File: src/rtl/sobel_fifo.sv
`timescale 1ns / 1ps
// Short command queue between the front end and the datapath.
// Generic width and depth; uses no package content.
module sobel_fifo #(
  parameter int unsigned DATA_W = 8,
  parameter int unsigned DEPTH  = 4
) (
  input  logic              clk_i,
  input  logic              rst_ni,
  input  logic              push_i,
  input  logic [DATA_W-1:0] data_i,
  input  logic              pop_i,
  output logic [DATA_W-1:0] data_o,
  output logic              empty_o,
  output logic              full_o
);

  localparam int unsigned PW = (DEPTH > 1) ? $clog2(DEPTH) : 1;
  localparam int unsigned NW = $clog2(DEPTH + 1);

  logic [DATA_W-1:0] mem_q [DEPTH];
  logic [PW-1:0]     wr_ptr_q, rd_ptr_q;
  logic [NW-1:0]     count_q;
  logic              do_push, do_pop;

  assign empty_o = (count_q == '0);
  assign full_o = (count_q == NW'(DEPTH));
  assign do_push = push_i && !full_o;
  assign do_pop = pop_i && !empty_o;
  assign data_o = mem_q[rd_ptr_q];

  always_ff @(posedge clk_i) begin
    if (do_push) begin
      mem_q[wr_ptr_q] <= data_i;
    end
  end

  always_ff @(posedge clk_i or negedge rst_ni) begin
    if (!rst_ni) begin
      wr_ptr_q <= '0;
      rd_ptr_q <= '0;
      count_q <= '0;
    end else begin
      if (do_push) begin
        wr_ptr_q <= (wr_ptr_q == PW'(DEPTH - 1)) ? '0 : wr_ptr_q + PW'(1);
      end
      if (do_pop) begin
        rd_ptr_q <= (rd_ptr_q == PW'(DEPTH - 1)) ? '0 : rd_ptr_q + PW'(1);
      end
      if (do_push && !do_pop) begin
        count_q <= count_q + NW'(1);
      end else if (do_pop && !do_push) begin
        count_q <= count_q - NW'(1);
      end
    end
  end

endmodule

File: config.mk
export PLATFORM = sky130hd
export DESIGN_NAME = sobel_fifo
export DESIGN_NICKNAME = d
export VERILOG_FILES = /design/src/rtl/sobel_fifo.sv
export SDC_FILE = /design/constraint.sdc
export NUM_CORES = 1
export LEC_CHECK = 0
export BUFFER_PORTS_ARGS = -buffer_cell sky130_fd_sc_hd__buf_2
export CAP_MARGIN = 10
export CORE_ASPECT_RATIO = 0.6
export CORE_MARGIN = 2
export CORE_UTILIZATION = 50
export CTS_CLUSTER_SIZE = 25
export DETAILED_ROUTE_END_ITERATION = 16
export HOLD_SLACK_MARGIN = 0.05
export PLACE_DENSITY_LB_ADDON = 0.08
export SLEW_MARGIN = 0
export SYNTH_ARGS = -nofsm -noshare
export SYNTH_HDL_FRONTEND = slang
export SYNTH_SLANG_ARGS = --single-unit
File: constraint.sdc
create_clock -name clk_i -period 1.95 [get_ports clk_i]
set_clock_uncertainty 0.05 [all_clocks]
set_input_delay 0.195 -clock clk_i [delete_from_list [all_inputs] [get_ports clk_i]]
set_output_delay 0.195 -clock clk_i [all_outputs]
set_load 0.02 [all_outputs]
---- After elaboration in Yosys (flattened, before gate mapping) ----
Memory sizes are Yosys's and may differ from the RTL's.
Cells that the tools add are included.
W data, S select, Z words.
cells by class
  $add $sub $neg .......................... 4
  equality and inequality tests ........... 3
  muxes and demuxes ....................... 6
  reduce and logical (&&, ||, !) cells .... 10
operator list
  kind                   number
  $mux W3                2
  $add A2 B1 Y2 const B  2
  $eq A2 B2 Y1 const B   2
  $logic_and A1 B1 Y1    4
  $logic_not A1 Y1       4
  $mux W2                2
  $add A3 B1 Y3 const B  1
  $eq A3 B3 Y1 const B   1
  $logic_not A3 Y1       1
  $sub A3 B1 Y3 const B  1
  $mux W1                2
  $reduce_bool A2 Y1     1
storage, ports and cells
  bits in registers ....................... 7
  bits in writable memories ............... 32
  output and inout port bits .............. 10
  memories kept ........................... 1
memories
  memory  depth  bits a word  rd ports  clocked after memory_dff  write ports  line  source
  mem_q   4      8            1         0                         1            21    logic [DATA_W-1:0] mem_q [DEPTH];

---- Longest topological paths before layout ----
  depth after elaboration ................. 7
  mapped depth ............................ 9
  gate-level depth less buffers ........... 8

---- Worst setup path after synthesis ----
No wires, ideal clock.
  kind .................................... register -> register
  from .................................... register count_q[0]
  to ...................................... register count_q[2]
  library setup time ...................... 0.079 ns
  data arrival time ....................... 2.234 ns
  required time ........................... 1.821 ns
  slack ................................... -0.413 ns
  stages on the path, launching flop included .. 9
  cell sequence ........................... dfrtp_1 nor3_1 nand2b_4 ha_1 inv_1 fa_1 xor2_1 nor2_1 xor2_1
on the way
  longest elaborated chain between the ends .. 6
  elaborated cells between the ends (all ways) .. 15
  classes of those cells .................. add/sub: 2; eq/ne: 1; mux: 2; reduce/logical: 10
RTL lines
  element                                        line  source
  from (decl)                                    23    logic [NW-1:0] count_q;
  from (signal assigned)                         51    count_q <= count_q + NW'(1);
  from (signal assigned)                         53    count_q <= count_q - NW'(1);
  $logic_not A3 Y1 *                             26    assign empty_o = (count_q == '0);
  net empty_o                                    14    output logic empty_o,
  $logic_not A1 Y1 *                             29    assign do_pop = pop_i && !empty_o;
  $logic_and A1 B1 Y1 *                          29
  $logic_not A1 Y1                               50    if (do_push && !do_pop) begin
  $logic_and A1 B1 Y1                            50
  $mux W3 or $reduce_bool A2 Y1 (tied branches)  -
The timed path passes the listed nets; every way through them passes the cells marked *. The select of a mux whose other input is x is not followed.
A chain may end at the register's enable or synchronous reset.

---- Worst setup path after layout ----
  from .................................... register count_q[2]
  to ...................................... register count_q[2]
on the way
  longest elaborated chain between the ends .. 6
  elaborated cells between the ends (all ways) .. 15
  classes of those cells .................. add/sub: 2; eq/ne: 1; mux: 2; reduce/logical: 10
RTL lines
  element
  parallel branches: the longest is 6 deep, another holds $sub A3 B1 Y3
Several ways; the timed one is not identified. The select of a mux whose other input is x is not followed.

==> flow_summary.ini <==
[cells_and_area]
final_util_pct = 66.2
layout-drive-gt1-share_pct = 55.4
antenna_cells = 0
mostFrequentLayoutCells = edfxtp_1, buf_2, mux4_2
final_common_cell = edfxtp_1
nets = 130
syn2layout_area_growth_pct = 22.0

[timing]
worst_pin_slew_ns = 0.421
finalSetupViolCount = 0
drv_slew = 0
slew_headroom_pct = 72.0
fmax_mhz = 536
tns_ns = 0
finalCriticalPeriod_ns = 1.86
whs_ns = 0.0797
hold_violations = 0
period_share_pct = 95.6

[outcome]
status = finished, final reports clean

[floorplanning]
initial_utilization_pct = 54.3
die-area_mm2 = 0.00373
die_y_um = 48.1
boundaryPins = 22
num_rows = 15
core_mm2 = 0.00298
die_width_um = 77.5

[routing]
first_pass_iters = 4
routed_via_density = 4.98
ant_nets = 0
vias = 767
drc = 0
drtIter0Drc = 17
wl_per_cell_um = 16.5
wirelength_um = 2540

[yosys]
avgSynthCellArea_um2 = 20.5
netlist_top_cells_area = edfxtp_1, mux4_2, dfrtp_1
synth_top_area_cell = edfxtp_1
ys_types = 19
synth_cells = 79
synth_warnings = 0
synth_seq_cells = 39
syn_area_mm2 = 0.00162
synth_top_area_share_pct = 59.3
ys_seq_area_share_pct = 70.1
synth.net_count = 98

[setup_path]
reg2reg_slack_ns = 0.09
slowest_stage = dfrtp_2
critPathRequiredTime_ns = 2.10
path_cells = nor3b_4 > nor2b_2 > ha_4 > inv_2 > fa_2 > xor2_1 > nor2_1 > xor2_1
max_stage_delay_ns = 0.45
crit_path_max_fanout = 3
start_kind = register
path_class = reg2reg
end_kind = register
cpMostUsedCell = xor2_1
cp_data_arrival_time_ns = 2.02

[power_and_ir_drop]
p_seq_share_pct = 42.3
pwr-share-comb_pct = 33.3
cellInternalPower_mw = 2.22
p_leak_nw = 0.750
p_per_area_mw_per_mm2 = 1620
sw_frac_of_total_pct = 30.8
clock_power_share_pct = 24.4
power_mw = 3.20
power_switching_mw = 0.987
peakVddDrop_mv = 0.831

[global_routing]
grt_pass1_vias = 746
antenna_found_initial = 0
grt_max_degree = 13
grt.total_usage_pct = 14.8
grt-ovfl-total = 0
grt_pass1_wl_um = 3720

[cts]
cts_root_buf = clkbuf_8
insertion_delay_ns = 0.28
htreeDepth = 2
clk_pin_slew_ns = 0.08
cts_max_path_buffers = 2
cts_tree = built
cts_buffers = 5
cts_sinks = 39

[placed_design]
hpwl_um = 1670
gp_congestion = 0.657
portBuffers = 21

[worst_hold_path]
hp-class = in2reg

[run]
maxCapViolations = 0
## layer usage
layer  share of wire, %  vias to the layer above  track usage [%]
met1                 50                      384             20.7
met4               0.71                        0             6.43
met3                4.0                        2             5.19
met5                  0                        -                0
li1                   -                      365                -
met2                 45                       16             21.7
## power groups by stage
stage,sequential (mW),clock (mW),combinational [mW]
after global routing,1.39,0.824,1.15
after detailed placement,1.38,0,1.00
after global placement,1.37,0,0.976
after CTS,1.36,0.788,1.01
final,1.35,0.782,1.07
after floorplan,1.25,0,0.844
## Yosys cell counts
cell and instances:
edfxtp_1 32, mux4_2 8, dfrtp_1 7, ha_1 6, and2_2 4, inv_1 3, mux2_2 3, nor2_1 3
mux2_4 2, xor2_1 2, buf_1 1, buf_2 1, buf_6 1, fa_1 1, nand2b_4 1, nor2b_2 1
nor3_1 1, nor3b_4 1, xnor2_1 1
## timing repair
item / in CTS / in global routing
setup endpoints to repair: 8 / 2
hold endpoints to repair: 7 / 0
resized for setup: 1 / 3
setup buffers: 0 / 5
hold buffers: 1 / 0
## path summary, 6_finish.rpt
path,startpoint,endpoint,depth (start not counted)
max,count_q[2]$_DFFE_PN0P_,count_q[2]$_DFFE_PN0P_,8
min,data_i[7],mem_q[3][7]$_DFFE_PP_,1
max reg2reg,count_q[2]$_DFFE_PN0P_,count_q[2]$_DFFE_PN0P_,8
min reg2reg,wr_ptr_q[1]$_DFFE_PN0P_,wr_ptr_q[1]$_DFFE_PN0P_,1
max in group asynchronous,rst_ni,count_q[2]$_DFFE_PN0P_,2
min in group asynchronous,rst_ni,wr_ptr_q[1]$_DFFE_PN0P_,2
## per-stage QoR
| step | cell area [um2] | setup slack, ns | cells |
|---|---|---|---|
| 6_report | 1980 | 0.0851 | 154 |
| 5_1_grt | 1980 | -0.00401 | 154 |
| 4_1_cts | 1930 | 0.00559 | 149 |
| 3_5_place_dp | 1790 | 0.0239 | 140 |
| 3_3_place_gp | 1790 | 0.0567 | 140 |
| 2_1_floorplan | 1650 | -0.0577 | 79 |
## cell families after synthesis
family                     count (synthesis)  synth area share, %
muxes                                     13                 15.1
and+or+nand+nor                           11                 5.41
DFF                                       39                 70.1
buffers and inverters                      6                 1.93
adders and majority gates                  7                 5.87
xor gates and xnor gates                   3                 1.62
## cell type report
class	count	area [um2]
Sequential cell	39	1140
Clock inverter	2	60.1
Clock buffer	6	72.6
Multi-Input combinational cell	34	479
Fill cell	199	1010
Tap cell	42	52.6
Timing Repair Buffer	28	160
Inverter	3	11.3
## registers in the layout, indices dropped and copies added, names as in the netlist
name,flops
mem_q,32
count_q,3
rd_ptr_q,2
wr_ptr_q,2
## worst max-delay path: cells and delay by family, from the launching register on
kind / cells / cell delay (ns)
adders and majority gates: 2 / 0.49
and+or+nand+nor: 3 / 0.47
DFF: 1 / 0.45
xor gates and xnor gates: 2 / 0.29
buffers and inverters: 1 / 0.03
Power figures use the tool's default switching activity.
