[src/rtl/sobel_pkg.sv]
`timescale 1ns / 1ps
// Shared types and constants for the Sobel edge threshold block.
// Depends on nothing; every other file of the block but sobel_fifo uses it.
package sobel_pkg;

  localparam int unsigned PIX_W = 8;
  localparam int unsigned THR_W = 11;
  localparam int unsigned DIM_W = 10;
  localparam int unsigned CFG_IDX_W = 2;

  localparam int unsigned MAX_WIDTH_DEF = 512;
  localparam int unsigned MAX_HEIGHT_DEF = 512;
  localparam int unsigned FIFO_DEPTH = 4;
  localparam int unsigned MIN_DIM = 3;

  localparam logic [THR_W-1:0] THR_RESET = 11'd80;
  localparam logic [DIM_W-1:0] WIDTH_RESET = 10'd512;
  localparam logic [DIM_W-1:0] HEIGHT_RESET = 10'd512;

  localparam logic [PIX_W-1:0] PIX_EDGE = 8'd255;
  localparam logic [PIX_W-1:0] PIX_FLAT = 8'd0;

  typedef enum logic [CFG_IDX_W-1:0] {
    CFG_THRESHOLD = 2'd0,
    CFG_WIDTH     = 2'd1,
    CFG_HEIGHT    = 2'd2
  } cfg_idx_e;

  typedef struct packed {
    logic             is_flush;
    logic             emit;
    logic             compute;
    logic             sel_mid;
    logic             last;
    logic [PIX_W-1:0] pixel;
  } cmd_t;

endpackage

[src/rtl/sobel_front.sv]
`timescale 1ns / 1ps
// Front end: accepts pixels and flush transactions, tracks frame positions
// and turns each useful transaction into a command for the queue. Uses sobel_pkg.
module sobel_front #(
  parameter int unsigned MAX_WIDTH  = sobel_pkg::MAX_WIDTH_DEF,
  parameter int unsigned MAX_HEIGHT = sobel_pkg::MAX_HEIGHT_DEF
) (
  input  logic                           clk_i,
  input  logic                           rst_ni,
  input  logic                           in_valid_i,
  output logic                           in_ready_o,
  input  logic [sobel_pkg::PIX_W-1:0]    in_pixel_i,
  input  logic                           in_flush_i,
  input  logic [sobel_pkg::DIM_W-1:0]    width_i,
  input  logic [sobel_pkg::DIM_W-1:0]    height_i,
  input  logic                           full_i,
  output logic                           push_o,
  output sobel_pkg::cmd_t                push_cmd_o,
  output logic [$clog2(MAX_WIDTH)-1:0]   push_k_o,
  output logic [$clog2(MAX_WIDTH)-1:0]   push_oaddr_o
);
  import sobel_pkg::*;

  localparam int unsigned CW = $clog2(MAX_WIDTH);
  localparam int unsigned WW = $clog2(MAX_WIDTH + 1);
  localparam int unsigned RW = $clog2(MAX_HEIGHT);
  localparam int unsigned HW = $clog2(MAX_HEIGHT + 1);
  localparam int unsigned FW = $clog2(MAX_WIDTH + 2);

  logic [CW-1:0] in_col_q, in_col_d, out_col_q, out_col_d, cur_oc;
  logic [RW-1:0] in_row_q, in_row_d, out_row_q, out_row_d, cur_or;
  logic [FW-1:0] fill_q, fill_d, fill_full;
  logic [WW-1:0] w, wm1, wm2;
  logic [HW-1:0] h, hm1, hm2;
  logic          accept, at_start, emit;
  cmd_t          cmd;

  always_comb begin
    if (width_i < DIM_W'(MIN_DIM)) begin
      w = WW'(MIN_DIM);
    end else if (32'(width_i) > MAX_WIDTH) begin
      w = WW'(MAX_WIDTH);
    end else begin
      w = WW'(width_i);
    end
    if (height_i < DIM_W'(MIN_DIM)) begin
      h = HW'(MIN_DIM);
    end else if (32'(height_i) > MAX_HEIGHT) begin
      h = HW'(MAX_HEIGHT);
    end else begin
      h = HW'(height_i);
    end
  end

  assign wm1 = w - WW'(1);
  assign wm2 = w - WW'(2);
  assign hm1 = h - HW'(1);
  assign hm2 = h - HW'(2);
  assign fill_full = FW'(w) + FW'(1);

  assign in_ready_o = !full_i;
  assign accept = in_valid_i && !full_i;
  assign at_start = (in_col_q == '0) && (in_row_q == '0);

  always_comb begin
    in_col_d = in_col_q;
    in_row_d = in_row_q;
    out_col_d = out_col_q;
    out_row_d = out_row_q;
    fill_d = fill_q;
    push_o = 1'b0;
    emit = 1'b0;
    cmd = '0;
    cur_oc = out_col_q;
    cur_or = out_row_q;
    if (accept) begin
      if (in_flush_i) begin
        if (fill_q != '0 && at_start) begin
          push_o = 1'b1;
          emit = 1'b1;
          cmd.is_flush = 1'b1;
          cmd.sel_mid = (out_row_q >= hm1);
          fill_d = fill_q - FW'(1);
        end
      end else begin
        push_o = 1'b1;
        cmd.pixel = in_pixel_i;
        if (at_start && fill_q != '0 && fill_q < fill_full) begin
          fill_d = '0;
          cur_oc = '0;
          cur_or = '0;
        end
        if (in_col_q >= wm1) begin
          in_col_d = '0;
          in_row_d = (in_row_q >= hm1) ? '0 : in_row_q + RW'(1);
        end else begin
          in_col_d = in_col_q + CW'(1);
        end
        if (fill_d < fill_full) begin
          fill_d = fill_d + FW'(1);
        end else begin
          emit = 1'b1;
          cmd.compute = (cur_or != '0) && (cur_or <= hm2)
                        && (cur_oc != '0) && (cur_oc <= wm2);
        end
      end
      out_col_d = cur_oc;
      out_row_d = cur_or;
      if (emit) begin
        cmd.emit = 1'b1;
        cmd.last = (cur_or >= hm1) && (cur_oc >= wm1);
        if (cmd.last) begin
          out_col_d = '0;
          out_row_d = '0;
        end else if (cur_oc >= wm1) begin
          out_col_d = '0;
          out_row_d = cur_or + RW'(1);
        end else begin
          out_col_d = cur_oc + CW'(1);
        end
      end
    end
  end

  assign push_cmd_o = cmd;
  assign push_k_o = in_col_q;
  assign push_oaddr_o = cur_oc;

  always_ff @(posedge clk_i or negedge rst_ni) begin
    if (!rst_ni) begin
      in_col_q <= '0;
      in_row_q <= '0;
      out_col_q <= '0;
      out_row_q <= '0;
      fill_q <= '0;
    end else begin
      in_col_q <= in_col_d;
      in_row_q <= in_row_d;
      out_col_q <= out_col_d;
      out_row_q <= out_row_d;
      fill_q <= fill_d;
    end
  end

endmodule

[config.mk]
export PLATFORM = sky130hd
export DESIGN_NAME = sobel_front
export DESIGN_NICKNAME = d
export VERILOG_FILES = /design/src/rtl/sobel_pkg.sv /design/src/rtl/sobel_front.sv
export SDC_FILE = /design/constraint.sdc
export NUM_CORES = 1
export LEC_CHECK = 0
export BUFFER_PORTS_ARGS = -buffer_cell sky130_fd_sc_hd__buf_2
export CORE_MARGIN = 3
export CORE_UTILIZATION = 50
export DETAILED_ROUTE_END_ITERATION = 10
export HOLD_SLACK_MARGIN = 0.12
export PLACE_DENSITY = 0.72
export SYNTH_ARGS = -nofsm -noshare
export SYNTH_HDL_FRONTEND = slang
export SYNTH_SLANG_ARGS = --single-unit
[constraint.sdc]
create_clock -name clk_i -period 5.8 [get_ports clk_i]
set_input_delay 0.58 -clock clk_i [delete_from_list [all_inputs] [get_ports clk_i]]
set_output_delay 0.58 -clock clk_i [all_outputs]
set_load 0.005 [all_outputs]
== Word-level counts from Yosys, hierarchy flattened ==
Cells that the tools add are included.
W data, S select, Z words.
Storage, ports and cells
  bits in registers: 46
  input bits: 33
  output and inout port bits: 33
  word-level logic and storage cells: 92
Operators by class
  $add $sub $neg: 11
  $lt $le $gt $ge: 13
  eq/ne operators: 1
  muxes and demuxes: 44
  bitwise operators: 1
  reduce and logical (&&, ||, !) cells: 17
Operator list (number)
  $mux W9: 19
  $mux W10: 10
  $ge A9 B10 Y1: 5
  $add A9 B1 Y9 const B: 4
  $sub A10 B1 Y10 const B: 3
  $add A10 B1 Y10 const B: 2
  $gt A10 B10 Y1 const B: 2
  $le A9 B10 Y1: 2
  $lt A10 B10 Y1: 2
  $lt A10 B2 Y1 const B: 2
  $sub A10 B2 Y10 const B: 2
  $logic_not A9 Y1: 2
  $reduce_bool A9 Y1: 2
  $mux W1: 13
  $mux W13: 1
  $reduce_bool A10 Y1: 1
  $logic_and A1 B1 Y1: 8
  $mux W8: 1
  $reduce_and A2 Y1: 2
  $reduce_and A3 Y1: 1
  $ne A2 B1 Y1 const B: 1
  $logic_not A1 Y1: 1
  $not A1 Y1: 1

== Longest topological paths before layout ==
Gate-level depths: netlist (run 1).
  word-level depth: 16
  mapped depth: 30

== Least setup slack after synthesis (run 1) ==
Ideal clock, no wire load.
  path type: input to register
  start point: in width_i[5] in the netlist's numbering
  end point: reg out_row_q[2]
  data arrival time: 6171 ps
  required time: 5713 ps
  path slack: -458 ps
  stages on the path: 28
  path buffers: 4
  cells stage by stage: buf_6 -> or4_4 -> nor3_1 -> nor2_1 -> nor2_1 -> ha_1 -> and3_1 -> nand3_1 -> xnor2_1 -> nand2b_1 -> ha_1 -> and4_4 -> nor3b_2 -> a22oi_2 -> nand3_1 -> buf_6 -> clkbuf_1 -> and2_1 -> ha_1 -> nand2_1 -> nor4_4 -> inv_1 -> a2111oi_4 -> or2_1 -> buf_6 -> nand3_4 -> or4b_1 -> o211ai_1
Between the ends
  longest elaborated chain between the ends: 15
  elaborated cells on any way between the ends: 32
  classes of those cells: 3 x add/sub; 6 x order compare; 21 x mux; 2 x reduce/logical
RTL lines
  from (decl): line sobel_front.sv:14  | input logic [sobel_pkg::DIM_W-1:0] width_i,
  $gt A10 B10 Y1: line sobel_front.sv:41  | end else if (32'(width_i) > MAX_WIDTH) begin
  $mux W10: line sobel_front.sv:41
  $mux W10 *: line sobel_front.sv:39  | if (width_i < DIM_W'(MIN_DIM)) begin
  $add A10 B1 Y10: line sobel_front.sv:59  | assign fill_full = FW'(w) + FW'(1);
  $lt A10 B10 Y1: line sobel_front.sv:88  | if (at_start && fill_q != '0 && fill_q < fill_full) begin
  $logic_and A1 B1 Y1: line sobel_front.sv:88
  $mux W9: line sobel_front.sv:88
  $mux W9: line sobel_front.sv:77  | if (in_flush_i) begin
  $mux W9: line sobel_front.sv:76  | if (accept) begin
  $mux W9: line sobel_front.sv:77
  $mux W9: line sobel_front.sv:76
  $add A9 B1 Y9 (tied with other cells): line sobel_front.sv:117  | out_row_d = cur_or + RW'(1);
  $mux W9 or $logic_and A1 B1 Y1 (tied branches): line sobel_front.sv:115, sobel_front.sv:111
  $mux W9: line sobel_front.sv:112  | if (cmd.last) begin
  $mux W9 *: line sobel_front.sv:109  | if (emit) begin
  to (signal assigned): line sobel_front.sv:140  | out_row_q <= out_row_d;
  to (decl): line sobel_front.sv:31  | logic [RW-1:0] in_row_q, in_row_d, out_row_q, out_row_d, cur_or;
Mark *: on every way between the ends. The rest lies on a longest branch, timed or not. The select of a mux whose other input is x is not followed.
A chain may end at the register's enable or synchronous reset.

==> results of run 1 <==
[logic make-up after synthesis]
group	after synthesis	share of synthesized area
flops	46	0.182
fa+ha+maj	97	0.192
compound gates	214	0.236
xor+xnor	22	0.0305
mux	6	0.00990
simple gates	354	0.304
buf+inv	66	0.0459
[sequential cells by signal, summed over array words and instances, names as in the netlist]
name,cells
push_k_o,9
out_col_q,9
fill_q,10
in_row_q,9
out_row_q,9
[cell usage after synthesis, types with 6 or more instances]
cell,instances
a21o_1,13
a21oi_1,44
a22o_1,9
a31oi_1,20
and2_1,46
and3_1,26
buf_2,7
clkbuf_1,24
dfrtp_1,46
ha_1,97
inv_1,29
nand2_1,67
nand2b_1,13
nand3_1,34
nand4_1,19
nor2_1,63
nor2b_1,21
nor3_1,17
nor4_1,10
o211ai_1,11
o21a_1,12
o21ai_0,45
o22ai_1,6
xnor2_1,14
xor2_1,8
[per-stage QoR]
step | area (um^2) | setup WS (ps) | hold slack (ps)
final | 8590 | -320 | 378
after floorplan | 6410 | -114 | 284
after CTS | 8080 | -456 | 409
after global placement | 7400 | -369 | 577
after detailed placement | 7400 | -503 | 601
after global routing | 8590 | -568 | 434
[critical path, cell delays in order]
cell and delay (ps):
buf_6 90, or4_4 560, nor3_4 220, nor2_1 80, nor2_2 190, ha_2 250, and3_4 200, nand2_2 60
xnor2_1 140, nand2b_1 120, ha_4 290, and4_4 210, nor3b_4 200, a22oi_2 110, nand3_2 110, buf_6 110
and2_4 150, ha_4 200, nor2b_4 120, o21a_1 160, o21a_1 170, o21a_1 160, o21a_1 170, o211ai_1 270
a2111oi_4 140, nor4_4 220, buf_4 170, buf_6 80
[layer usage]
layer | up-vias | GRT usage
li1 | 3359 | -
met1 | 3449 | 0.419
met2 | 348 | 0.502
met3 | 55 | 0.0565
met4 | 0 | 0.0818
met5 | - | 0
[layout make-up]
class,count,area [um^2]
Timing Repair Buffer,204,1460
Sequential cell,46,1150
Clock inverter,3,21.3
Fill cell,947,3580
Inverter,29,109
Clock buffer,5,125
Multi-Input combinational cell,693,5510
Tap cell,168,210
[power breakdown]
group	internal (uW)	switching [uW]	total [uW]
clock network	160	140	300
logic	447	487	934
registers	369	108	477
total	977	734	1710
[what timing repair did]
action | CTS | global route
hold buffers | 0 | 0
setup buffers | 49 | 16
setup endpoints to repair | 3 | 31
gates resized for setup | 35 | 81
pin swaps | 33 | 56
[final timing paths]
path / cells after the start / slack (ps) / endpoint / from
min in group clk_i: 1 / 610 / in_row_q[8] / in_row_q[8]
max reg2reg: 20 / 1070 / out_row_q[5] / push_k_o[0]
min: 2 / 380 / push_k_o[5] / rst_ni
max: 28 / -320 / push_cmd_o[10] / width_i[7]
min reg2reg: 1 / 610 / in_row_q[8] / in_row_q[8]
max in group asynchronous: 2 / 4970 / out_row_q[3] / rst_ni
==> results.ini, run 1 <==
[power]
vdd_drop_max_mv=0.273
power_density_mw_per_mm2=199
total_power_uw=1710
p_leak_uw=0.00394

[finish]
syn_to_final_growth_pct=35.9
nets=1109
final-instance-count-excl-fill=1148
drive_above_1_share=0.321
num_antenna_cells=0
fin_util=0.706
final_common_cell=buf_4
final_cell_mix=buf_4 (124), ha_1 (79), buf_2 (61), nor2_1 (60), nand2_1 (56)

[floorplan]
dieArea_mm2=0.0140
die_width_um=118
initial_core_util=0.520
rows=40
die_y_um=118
core_area_mm2=0.0122
ios=66

[yosys]
yosys_most_used_dff=dfrtp_1
syn_area_per_cell_um2=7.85
synth.area.top_cells=ha_1 (19%), dfrtp_1 (18%), and2_1 (4.6%), nand2_1 (4.0%), nor2_1 (3.7%)
netlist_instances=805
syn_nets=935
ys_warn_count=0
synth.yosys.seq_area_share=0.182
synth.distinct_cells=81
synth-edff-count=0
ys_ff_latch=46
netlist.top_cell.by_area=ha_1
syn_area_mm2=0.00632
async_flop_share=1.00
synth.top_cell.area_share=0.192

[timing]
min_period_over_period=1.06
grt_setup_unrepaired=true
finalSetupViolCount=10
final_hold_viol_count=0
worst_clock_skew_ps=4.01
fin_tns_setup_ps=-1450
finalMaxSlewViolations=0
relSlewSlack=0.502
min_period_ps=6120
tightest_slew_ps=739
fin_ws_ps=-320
max_freq_ghz=0.163

[status]
violations=setup timing
status=finished, violations left

[worst_setup_path]
worst_ep_arrival_time_ps=5540
worstPathRequired_ps=5220
path_max_fanout=4
worstSetupPathType=primary input to output port
endpoint_kind=output port
start_kind=primary input

[min_path]
hold_class=primary input to async pin

[route]
num_vias=7211
wl_met2_mm=10.5
dr.first_iter.drc_count=567
routed_wl_mm=22.4
drc=0
wl_met3_mm=1.70
ant_nets=0
via_per_inst=6.28
dr.pass1.iters=6
wl_per_cell_um=19.5
top_layer_used=met4
wirelength_met1_mm=9.67

[clocking]
htree_levels=2
cts_tree=built
root_buffer=clkbuf_16
cts.path.max_buffers=2
clkSlewWorstSetupHoldPaths_ps=70
clkSinkCount=46
tritoncts.num_buffers=5
clk_latency_ps=300

[global_routing]
grt_pass1_vias=6976
antenna_found_initial=0
grt_usage=0.308
grt_pass1_wl_mm=35.8
grt-ovfl-total=0
grt_max_degree=47

[placement]
io_buffers=65
dp_cells=1085
gp_congestion=0.998
dp_hpwl_mm=16.1

[flow_run]
maxCapViolations=0

Power figures use the tool's default switching activity.
==> run 2: changes to the inputs <==
Settings changed: PLACE_DENSITY 0.72 to default, PLACE_DENSITY_LB_ADDON from default to 0.12.
==> results.ini, run 2 (synthesis results as in run 1) <==
[power]
vdd_drop_max_mv=0.213
cellInternalPower_uw=1010
switching_share=0.418
p_sw_uw=724
p_leak_uw=0.00382
pwr-share-seq=0.278
power_density_mw_per_mm2=207
total_power_uw=1730
power.share.clock=0.200
combPwrFrac=0.522

[finish]
drive_above_1_share=0.300
regMostFlops=fill_q
final_cell_mix=buf_4 (101), ha_1 (81), buf_2 (63), nand2_1 (61), nor2_1 (58)
final-instance-count-excl-fill=1128
final_common_cell=buf_4
largest_reg_flops=10
nets=1089
num_antenna_cells=0
syn_to_final_growth_pct=32.5

[timing]
fin_ws_ps=-193
relSlewSlack=0.536
finalMaxSlewViolations=0
grt_setup_unrepaired=true
worst_clock_skew_ps=9.02
min_period_ps=5990
finalSetupViolCount=9
final_hold_viol_count=0
tightest_slew_ps=695
min_period_over_period=1.03
max_freq_ghz=0.167

[route]
wl_per_cell_um=19.2
ant_nets=0
via_per_inst=6.23
dr.pass1.iters=5
dr.first_iter.drc_count=665
num_vias=7031
drc=0
routed_wl_mm=21.6

[clocking]
postCtsHoldBufs=0
clkSinkCount=46
htree_levels=2
clk_latency_ps=310
root_buffer=clkbuf_16
cts_tree=built
clkSlewWorstSetupHoldPaths_ps=70
tritoncts.num_buffers=5
cts.path.max_buffers=2

[global_routing]
use_met3=0.0512
use_met2=0.497
grt_max_degree=47
grt_pass1_vias=6836
antenna_found_initial=0
grt-ovfl-total=0
grt_usage=0.297
busiest_layer=met2
use_met1=0.382
grt_pass1_wl_mm=34.4

[status]
violations=setup timing
status=finished, violations left

[placement]
dp_cells=1087
dp_hpwl_mm=16.2
io_buffers=65
gp_congestion=1.01

[worst_setup_path]
worst_ep_arrival_time_ps=5410
slowest_stage=or4_4
worstSetupPathType=primary input to output port
start_kind=primary input
endpoint_kind=output port
crit_top_cell=o21a_1
path_max_fanout=6
worstPathRequired_ps=5220
r2r-end=out_row_q[7]
r2r_start=push_k_o[0]
cp_slowest_stage_delay_ps=550
ff2ff_setup_slack_ps=1070
reg2reg_depth=20

[floorplan]
die_y_um=118
rows=40
core_area_mm2=0.0122
die_width_um=118
ios=66
initial_core_util=0.520
dieArea_mm2=0.0140

[flow_run]
maxCapViolations=0

[min_path]
hold_class=primary input to async pin

[run 2: changes by cell type in the layout (fill, tap and decap cells not counted), sizes merged]
| cell | before | now |
|---|---|---|
| bufinv | 0 | 1 |
| buf | 204 | 184 |
| clkbuf | 5 | 6 |
| clkinv | 2 | 0 |
[run 2: timing repair]
action | 4_1_cts | 5_1_grt
setup endpoints to repair | 11 | 28
gates cloned | 1 | 0
resized for setup | 41 | 68
pin swaps | 23 | 44
setup buffers | 27 | 14
[run 2: worst max-delay path by stage]
| stage | startpoint | depth (start not counted) | slack (ps) | endpoint |
|---|---|---|---|---|
| 3_5_place_dp | width_i[7] | 29 | -420 | push_cmd_o[10] |
| 3_3_place_gp | width_i[7] | 27 | -370 | push_cmd_o[10] |
| 5_1_grt | width_i[6] | 26 | -400 | push_cmd_o[10] |
| 6_report | width_i[6] | 26 | -190 | push_cmd_o[10] |
| 2_1_floorplan | width_i[5] | 28 | -110 | out_row_q[2] |
| 4_1_cts | width_i[7] | 26 | -110 | push_cmd_o[10] |
[run 2: worst max-delay path: cells and delay by family]
| kind | cells | cell delay, ps |
|---|---|---|
| xor+xnor | 1 | 160 |
| simple gates | 10 | 1950 |
| fa+ha+maj | 3 | 740 |
| buf+inv | 4 | 560 |
| compound gates | 8 | 1440 |
[run 2: power groups by stage]
stage               Combinational, uW  Clock [uW]  Sequential (uW)
global route                      997         358              490
floorplan                         517           0              431
global placement                  739           0              475
finish                            903         346              482
detailed placement                762           0              477
CTS                               812         349              473
[run 2: final cells by class]
cell class                      instances  area, um^2
Timing Repair Buffer                  184        1320
Clock inverter                          2        37.5
Sequential cell                        46        1150
Tap cell                              168         210
Inverter                               29         109
Fill cell                            1001        3790
Multi-Input combinational cell        693        5420
Clock buffer                            6         129
[run 2: routing by layer]
| layer | wire length (um) | up-vias |
|---|---|---|
| met5 | 0 | - |
| met3 | 1390 | 71 |
| li1 | - | 3310 |
| met2 | 10000 | 286 |
| met4 | 806 | 0 |
| met1 | 9390 | 3364 |
[run 2: through the flow]
stage	setup slack [ps]	util	hold WS (ps)	instance area, um^2	TNS [ps]
floorplan	-114	-	284	6410	-505
global placement	-368	0.609	594	7410	-1020
detailed placement	-420	0.609	596	7410	-5920
CTS	-113	0.658	389	8000	-198
global route	-395	0.688	422	8370	-4740
finish	-193	0.688	367	8370	-942
